**config.mk**
```make
export PLATFORM = sky130hd
export DESIGN_NAME = gbcb_seq
export DESIGN_NICKNAME = d
export VERILOG_FILES = /design/src/design/gbcb_pkg.sv /design/src/design/gbcb_seq.sv
export SDC_FILE = /design/constraint.sdc
export NUM_CORES = 1
export LEC_CHECK = 0
export ABC_AREA = 1
export BUFFER_PORTS_ARGS = -buffer_cell sky130_fd_sc_hd__buf_2
export CAP_MARGIN = 20
export CORE_MARGIN = 1.5
export CORE_UTILIZATION = 54
export DETAILED_ROUTE_END_ITERATION = 10
export PLACE_DENSITY = 0.77
export SLEW_MARGIN = 25
export SYNTH_ARGS = -nofsm -noshare
export SYNTH_HDL_FRONTEND = slang
export SYNTH_SLANG_ARGS = --single-unit
```
**constraint.sdc**
```tcl
create_clock -name clk -period 5.2 [get_ports clk]
set_input_delay 0.26 -clock clk [delete_from_list [all_inputs] [get_ports clk]]
set_output_delay 0.26 -clock clk [all_outputs]
set_load 0.005 [all_outputs]
```
**src/design/gbcb_pkg.sv**
```systemverilog
`timescale 1ns / 1ps
// ----------------------------------------------------------------------------
// gbcb_pkg
// Shared types, constants and the microcode program of the glyph blitter.
// ----------------------------------------------------------------------------
package gbcb_pkg;

    // Default geometry of the frame and font stores
    localparam int H_RES_DEF      = 256;
    localparam int V_RES_DEF      = 128;
    localparam int FONT_BYTES_DEF = 2048;

    // Fixed field widths
    localparam int CFG_IDX_W = 1;
    localparam int CFG_W     = 4;
    localparam int IN_DATA_W = 64;
    localparam int IN_USER_W = 2;
    localparam int OUT_W     = 16;

    // Blend and glyph constants
    localparam logic [7:0] ERROR_COLOR  = 8'h2A;
    localparam logic [1:0] ALPHA_KEEP   = 2'b11;
    localparam logic [1:0] ALPHA_OPAQUE = 2'b00;
    localparam logic [3:0] GLYPH_MAX    = 4'd8;

    // Configuration register indexes
    localparam logic [CFG_IDX_W-1:0] REG_GLYPH_WIDTH  = 1'b0;
    localparam logic [CFG_IDX_W-1:0] REG_GLYPH_HEIGHT = 1'b1;

    // Operation codes carried in tuser
    typedef enum logic [1:0] {
        OP_DRAW = 2'd0,
        OP_LOAD = 2'd1,
        OP_READ = 2'd2
    } op_t;

    // Datapath actions selected by the control word
    typedef enum logic [3:0] {
        ACT_NONE    = 4'd0,
        ACT_CLEAR   = 4'd1,
        ACT_ACCEPT  = 4'd2,
        ACT_SETUP   = 4'd3,
        ACT_LOAD    = 4'd4,
        ACT_BITADDR = 4'd5,
        ACT_MOD     = 4'd6,
        ACT_FETCH   = 4'd7,
        ACT_BLEND   = 4'd8,
        ACT_PRESENT = 4'd9,
        ACT_RDCAP   = 4'd10
    } act_t;

    // Jump conditions
    typedef enum logic [3:0] {
        C_NEVER    = 4'd0,
        C_ALWAYS   = 4'd1,
        C_CLR_BUSY = 4'd2,
        C_NO_ITEM  = 4'd3,
        C_OP_READ  = 4'd4,
        C_NOT_DRAW = 4'd5,
        C_EMPTY    = 4'd6,
        C_BYTE_GE  = 4'd7,
        C_MORE     = 4'd8,
        C_OUT_BUSY = 4'd9
    } cond_t;

    typedef logic [3:0] step_t;

    // Program addresses
    localparam step_t S_CLR   = 4'd0;
    localparam step_t S_IDLE  = 4'd1;
    localparam step_t S_SETUP = 4'd2;
    localparam step_t S_LOAD  = 4'd3;
    localparam step_t S_BIT   = 4'd4;
    localparam step_t S_MOD   = 4'd5;
    localparam step_t S_FETCH = 4'd6;
    localparam step_t S_BLEND = 4'd7;
    localparam step_t S_OUT   = 4'd8;
    localparam step_t S_RET   = 4'd9;
    localparam step_t S_RD0   = 4'd10;
    localparam step_t S_RD1   = 4'd11;

    typedef struct packed {
        act_t  act;
        cond_t cond;
        step_t target;
    } ctl_word_t;

    // Datapath flags seen by the sequencer
    typedef struct packed {
        logic accept;
        logic clr_busy;
        logic op_read;
        logic not_draw;
        logic empty;
        logic byte_ge;
        logic more;
        logic out_busy;
    } status_t;

    // Microcode program: taken jump goes to target, else fall through
    function automatic ctl_word_t ucode_rom(input step_t step);
        ctl_word_t w;
        case (step)
            S_CLR:   w = '{ACT_CLEAR,   C_CLR_BUSY, S_CLR};
            S_IDLE:  w = '{ACT_ACCEPT,  C_NO_ITEM,  S_IDLE};
            S_SETUP: w = '{ACT_SETUP,   C_OP_READ,  S_RD0};
            S_LOAD:  w = '{ACT_LOAD,    C_NOT_DRAW, S_OUT};
            S_BIT:   w = '{ACT_BITADDR, C_EMPTY,    S_OUT};
            S_MOD:   w = '{ACT_MOD,     C_BYTE_GE,  S_MOD};
            S_FETCH: w = '{ACT_FETCH,   C_NEVER,    S_BLEND};
            S_BLEND: w = '{ACT_BLEND,   C_MORE,     S_FETCH};
            S_OUT:   w = '{ACT_PRESENT, C_OUT_BUSY, S_OUT};
            S_RET:   w = '{ACT_NONE,    C_ALWAYS,   S_IDLE};
            S_RD0:   w = '{ACT_FETCH,   C_NEVER,    S_RD1};
            S_RD1:   w = '{ACT_RDCAP,   C_ALWAYS,   S_OUT};
            default: w = '{ACT_NONE,    C_ALWAYS,   S_IDLE};
        endcase
        return w;
    endfunction

endpackage

```
**src/design/gbcb_seq.sv**
```systemverilog
`timescale 1ns / 1ps
// ----------------------------------------------------------------------------
// gbcb_seq
// Step counter and control store; issues one control word per cycle.
// ----------------------------------------------------------------------------
module gbcb_seq (
    input  logic              clk,
    input  logic              rst_n,
    input  gbcb_pkg::status_t status,
    output gbcb_pkg::act_t    act
);
    import gbcb_pkg::*;

    step_t     step_reg;
    step_t     step_next;
    ctl_word_t ctl;
    logic      take;

    // Fetch the control word of the current step
    assign ctl = ucode_rom(step_reg);
    assign act = ctl.act;

    // Evaluate the jump condition
    always_comb
    begin
        case (ctl.cond)
            C_NEVER:    take = 1'b0;
            C_ALWAYS:   take = 1'b1;
            C_CLR_BUSY: take = status.clr_busy;
            C_NO_ITEM:  take = !status.accept;
            C_OP_READ:  take = status.op_read;
            C_NOT_DRAW: take = status.not_draw;
            C_EMPTY:    take = status.empty;
            C_BYTE_GE:  take = status.byte_ge;
            C_MORE:     take = status.more;
            C_OUT_BUSY: take = status.out_busy;
            default:    take = 1'b1;
        endcase
        step_next = take ? ctl.target : step_t'(step_reg + 4'd1);
    end

    // Advance the step counter; reset enters the frame clear loop
    always_ff @(posedge clk or negedge rst_n)
    begin
        if (!rst_n)
        begin
            step_reg <= S_CLR;
        end
        else
        begin
            step_reg <= step_next;
        end
    end

endmodule

```
==> qor.txt <==
status: finished clean
via-per-instance ratio: 5.59
first-pass GRT wire length: 3020 um
reg2reg setup slack: 3.10 ns
Post-Route WL: 1770 um
Comb pwr share: 79.9%
DRT Pass-1 Iters: 4
fin crit share: 40.4%
# IOs: 14
num rows: 13
NetSw: 0.000388 W
Post-Synthesis Cells: 113
internal power: 0.000279 W
antenna cells: 0
flops & latches, synth: 4
IO Port Bufs: 13
worst reg2reg path depth: 10
initial antenna violation count: 0
vias in the first global route: 752
CTS tree: done
max-cap violations: 0
Worst-path clk slew: 0.04 ns
Worst-Margin Slew: 0.610 ns
Fin. Hold Viols: 0
initial DRC count: 34
Congestion Overflow GR: 0
RSZ-0062 raised after global routing: no
hpwl dp: 1540 um
clock sink count: 4
Worst Hold Class: primary input to asynchronous set/reset pin
critical path data required time: 5.31 ns
post-synthesis cell area: 810 sq um
Mean Syn Cell Area: 7.16 sq um
design area: 903 sq um
setup TNS: 0 ns
Die Y: 41.7 um
Final nets: 149
Inserted Clock Buffers: 3
root buffer cell: clkbuf_4
Async S/R FF share, synth: 100%
Setup CP Type: flop to flop
Critical Path AT: 2.21 ns
Clk pwr share: 5.4%
Syn-to-layout area delta: 11.6%
die area: 1740 sq um
setup slack after layout: 3.10 ns
worst skew pair latency: 0.22 ns
met2 wire length: 923 um
max layer used: met4
PwrDens: 738 nW/um^2
RR Endpoint: step_reg[2]
H-tree level count: 1
pre-CTS setup slack: 3.11 ns
core area: 1350 sq um
Layout Cells excl Fill: 143
Final ANT Viol Nets: 0
Post-synth EDFFs: 0
# fillers: 134
max-slew violation count: 0
max FFs per register: 4
Final Skew: 0.00286 ns
Slew HR: 59.4%
vias: 800
register area share after synthesis: 12.4%
Crit Path Max Fanout: 11
clock tree buffer depth: 2
Top FF cell, synth: dfrtp_1
Yosys cell types: 27
switch share: 58.2%
global-route usage over all layers: 21.3%
Syn. warnings: 0
DP Area: 871 sq um
endpoints failing setup: 0
Peak VDD IR: 0.000413 V
min Tclk post-route: 2.10 ns
M1 wire length: 771 um
Inst Count DP: 139
global placer's final weighted congestion: 0.859
largest net degree at the start of global routing: 13
starting density of the core: 60.0%
layout cell share with drive strength beyond 1: 28.1%
crit end category: flop
post_cts resized: 0
Sequential Power Share: 14.7%
CP Launch Type: flop
Synth Net Count: 132
reg2reg start: step_reg[2]
# DRC: 0
met3 wire len: 51 um
fmax: 0.476 GHz
Die X: 41.7 um
WL/cell: 12.4 um
leakage: 0.486 nW
-- metal layers --
| layer | global-route usage, % | vias up |
|---|---|---|
| met2 | 39.1 | 17 |
| met4 | 7.10 | 0 |
| met5 | 0 | - |
| met1 | 26.5 | 368 |
| li1 | - | 413 |
| met3 | 0.435 | 2 |
-- logic make-up (layout without fill, tap and decap cells) --
| group | Yosys count | count (layout) | synth area share, % |
|---|---|---|---|
| simple gates | 69 | 69 | 51.0 |
| buf+inv | 15 | 30 | 9.43 |
| compound gates | 14 | 14 | 11.1 |
| fa+ha+maj | 9 | 9 | 13.9 |
| flops | 4 | 4 | 12.4 |
| xor+xnor | 2 | 2 | 2.16 |
-- cells in the mapped netlist, types with 2 or more instances --
| cell type | count | share of area (%) |
|---|---|---|
| nand2_1 | 25 | 12 |
| inv_1 | 10 | 4.6 |
| ha_1 | 9 | 14 |
| nand4_1 | 9 | 7.0 |
| nor2_1 | 9 | 4.2 |
| nand3_1 | 8 | 4.9 |
| nand2_2 | 5 | 3.9 |
| dfrtp_1 | 4 | 12 |
| nand3_4 | 4 | 8.7 |
| o21ai_0 | 4 | 2.5 |
| a21oi_1 | 3 | 1.9 |
| nor2_4 | 3 | 4.2 |
| buf_6 | 2 | 2.8 |
| inv_2 | 2 | 0.93 |
| nand3b_1 | 2 | 1.9 |
| nor2_2 | 2 | 1.5 |
| o21ai_1 | 2 | 1.2 |
-- cell type report --
class,instances,area [sq um],area share (%)
Clock buffer,3,22.5,2.49
Tap cell,15,18.8,2.08
Sequential cell,4,100,11.1
Inverter,13,53.8,5.96
Multi-Input combinational cell,94,633,70.1
Timing Repair Buffer,14,75.1,8.31
-- cells in the final DEF (no fill, tap or decap), drive strengths merged --
| cell type | instances |
|---|---|
| nand2 | 30 |
| nor2 | 14 |
| buf | 13 |
| inv | 13 |
| nand3 | 13 |
| nand4 | 9 |
| ha | 9 |
| o21ai | 6 |
| dfrtp | 4 |
| a21oi | 4 |
| clkbuf | 3 |
| nand3b | 2 |
| xnor2 | 1 |
| nor3 | 1 |
| o21bai | 1 |
| a21boi | 1 |
| a31oi | 1 |
| xor2 | 1 |
| a22oi | 1 |
| dlygate4sd3 | 1 |
-- worst max-delay path, cell delays in order, from the launching register on --
cell	delay, ns
dfrtp_1	0.60
inv_6	0.10
ha_1	0.37
nor3_4	0.29
nand4_1	0.13
nand2_1	0.08
nor2_1	0.04
nand2_2	0.10
nand3_4	0.12
nand3b_1	0.10
nand2_1	0.05
-- worst max-delay path by stage --
stage,start,endpoint,slack (ns),cells after the start
6_report,step_reg[2],step_reg[2],3.10,10
5_1_grt,step_reg[3],step_reg[1],2.94,11
4_1_cts,step_reg[2],step_reg[2],3.10,10
3_5_place_dp,step_reg[2],step_reg[2],3.11,10
3_3_place_gp,step_reg[2],step_reg[2],3.18,10
2_1_floorplan,step_reg[2],step_reg[2],3.39,11
-- through the flow --
stage | util, % | hold slack [ns] | total power [W]
6_report | 66.9 | 0.368 | 0.000667
5_1_grt | 66.9 | 0.383 | 0.000741
2_1_floorplan | - | -0.0356 | 0.000526
3_5_place_dp | 64.5 | 0.0682 | 0.000631
4_1_cts | 66.9 | 0.356 | 0.000670
3_3_place_gp | 64.5 | 0.0679 | 0.000622
-- power by group through the flow --
stage	clock (W)	sequential, W	combinational [W]
floorplan	0	0.0000694	0.000456
global placement	0	0.0000982	0.000524
detailed placement	0	0.0000985	0.000532
CTS	0.0000377	0.0000981	0.000534
global route	0.0000391	0.000104	0.000598
finish	0.0000357	0.0000982	0.000533
-- repair_timing --
action                     4_1_cts  5_1_grt
setup endpoints to repair        0        0
setup buffers                    0        0
hold buffers                     1        0
hold endpoints to repair         4        0
Power figures use the tool's default switching activity.
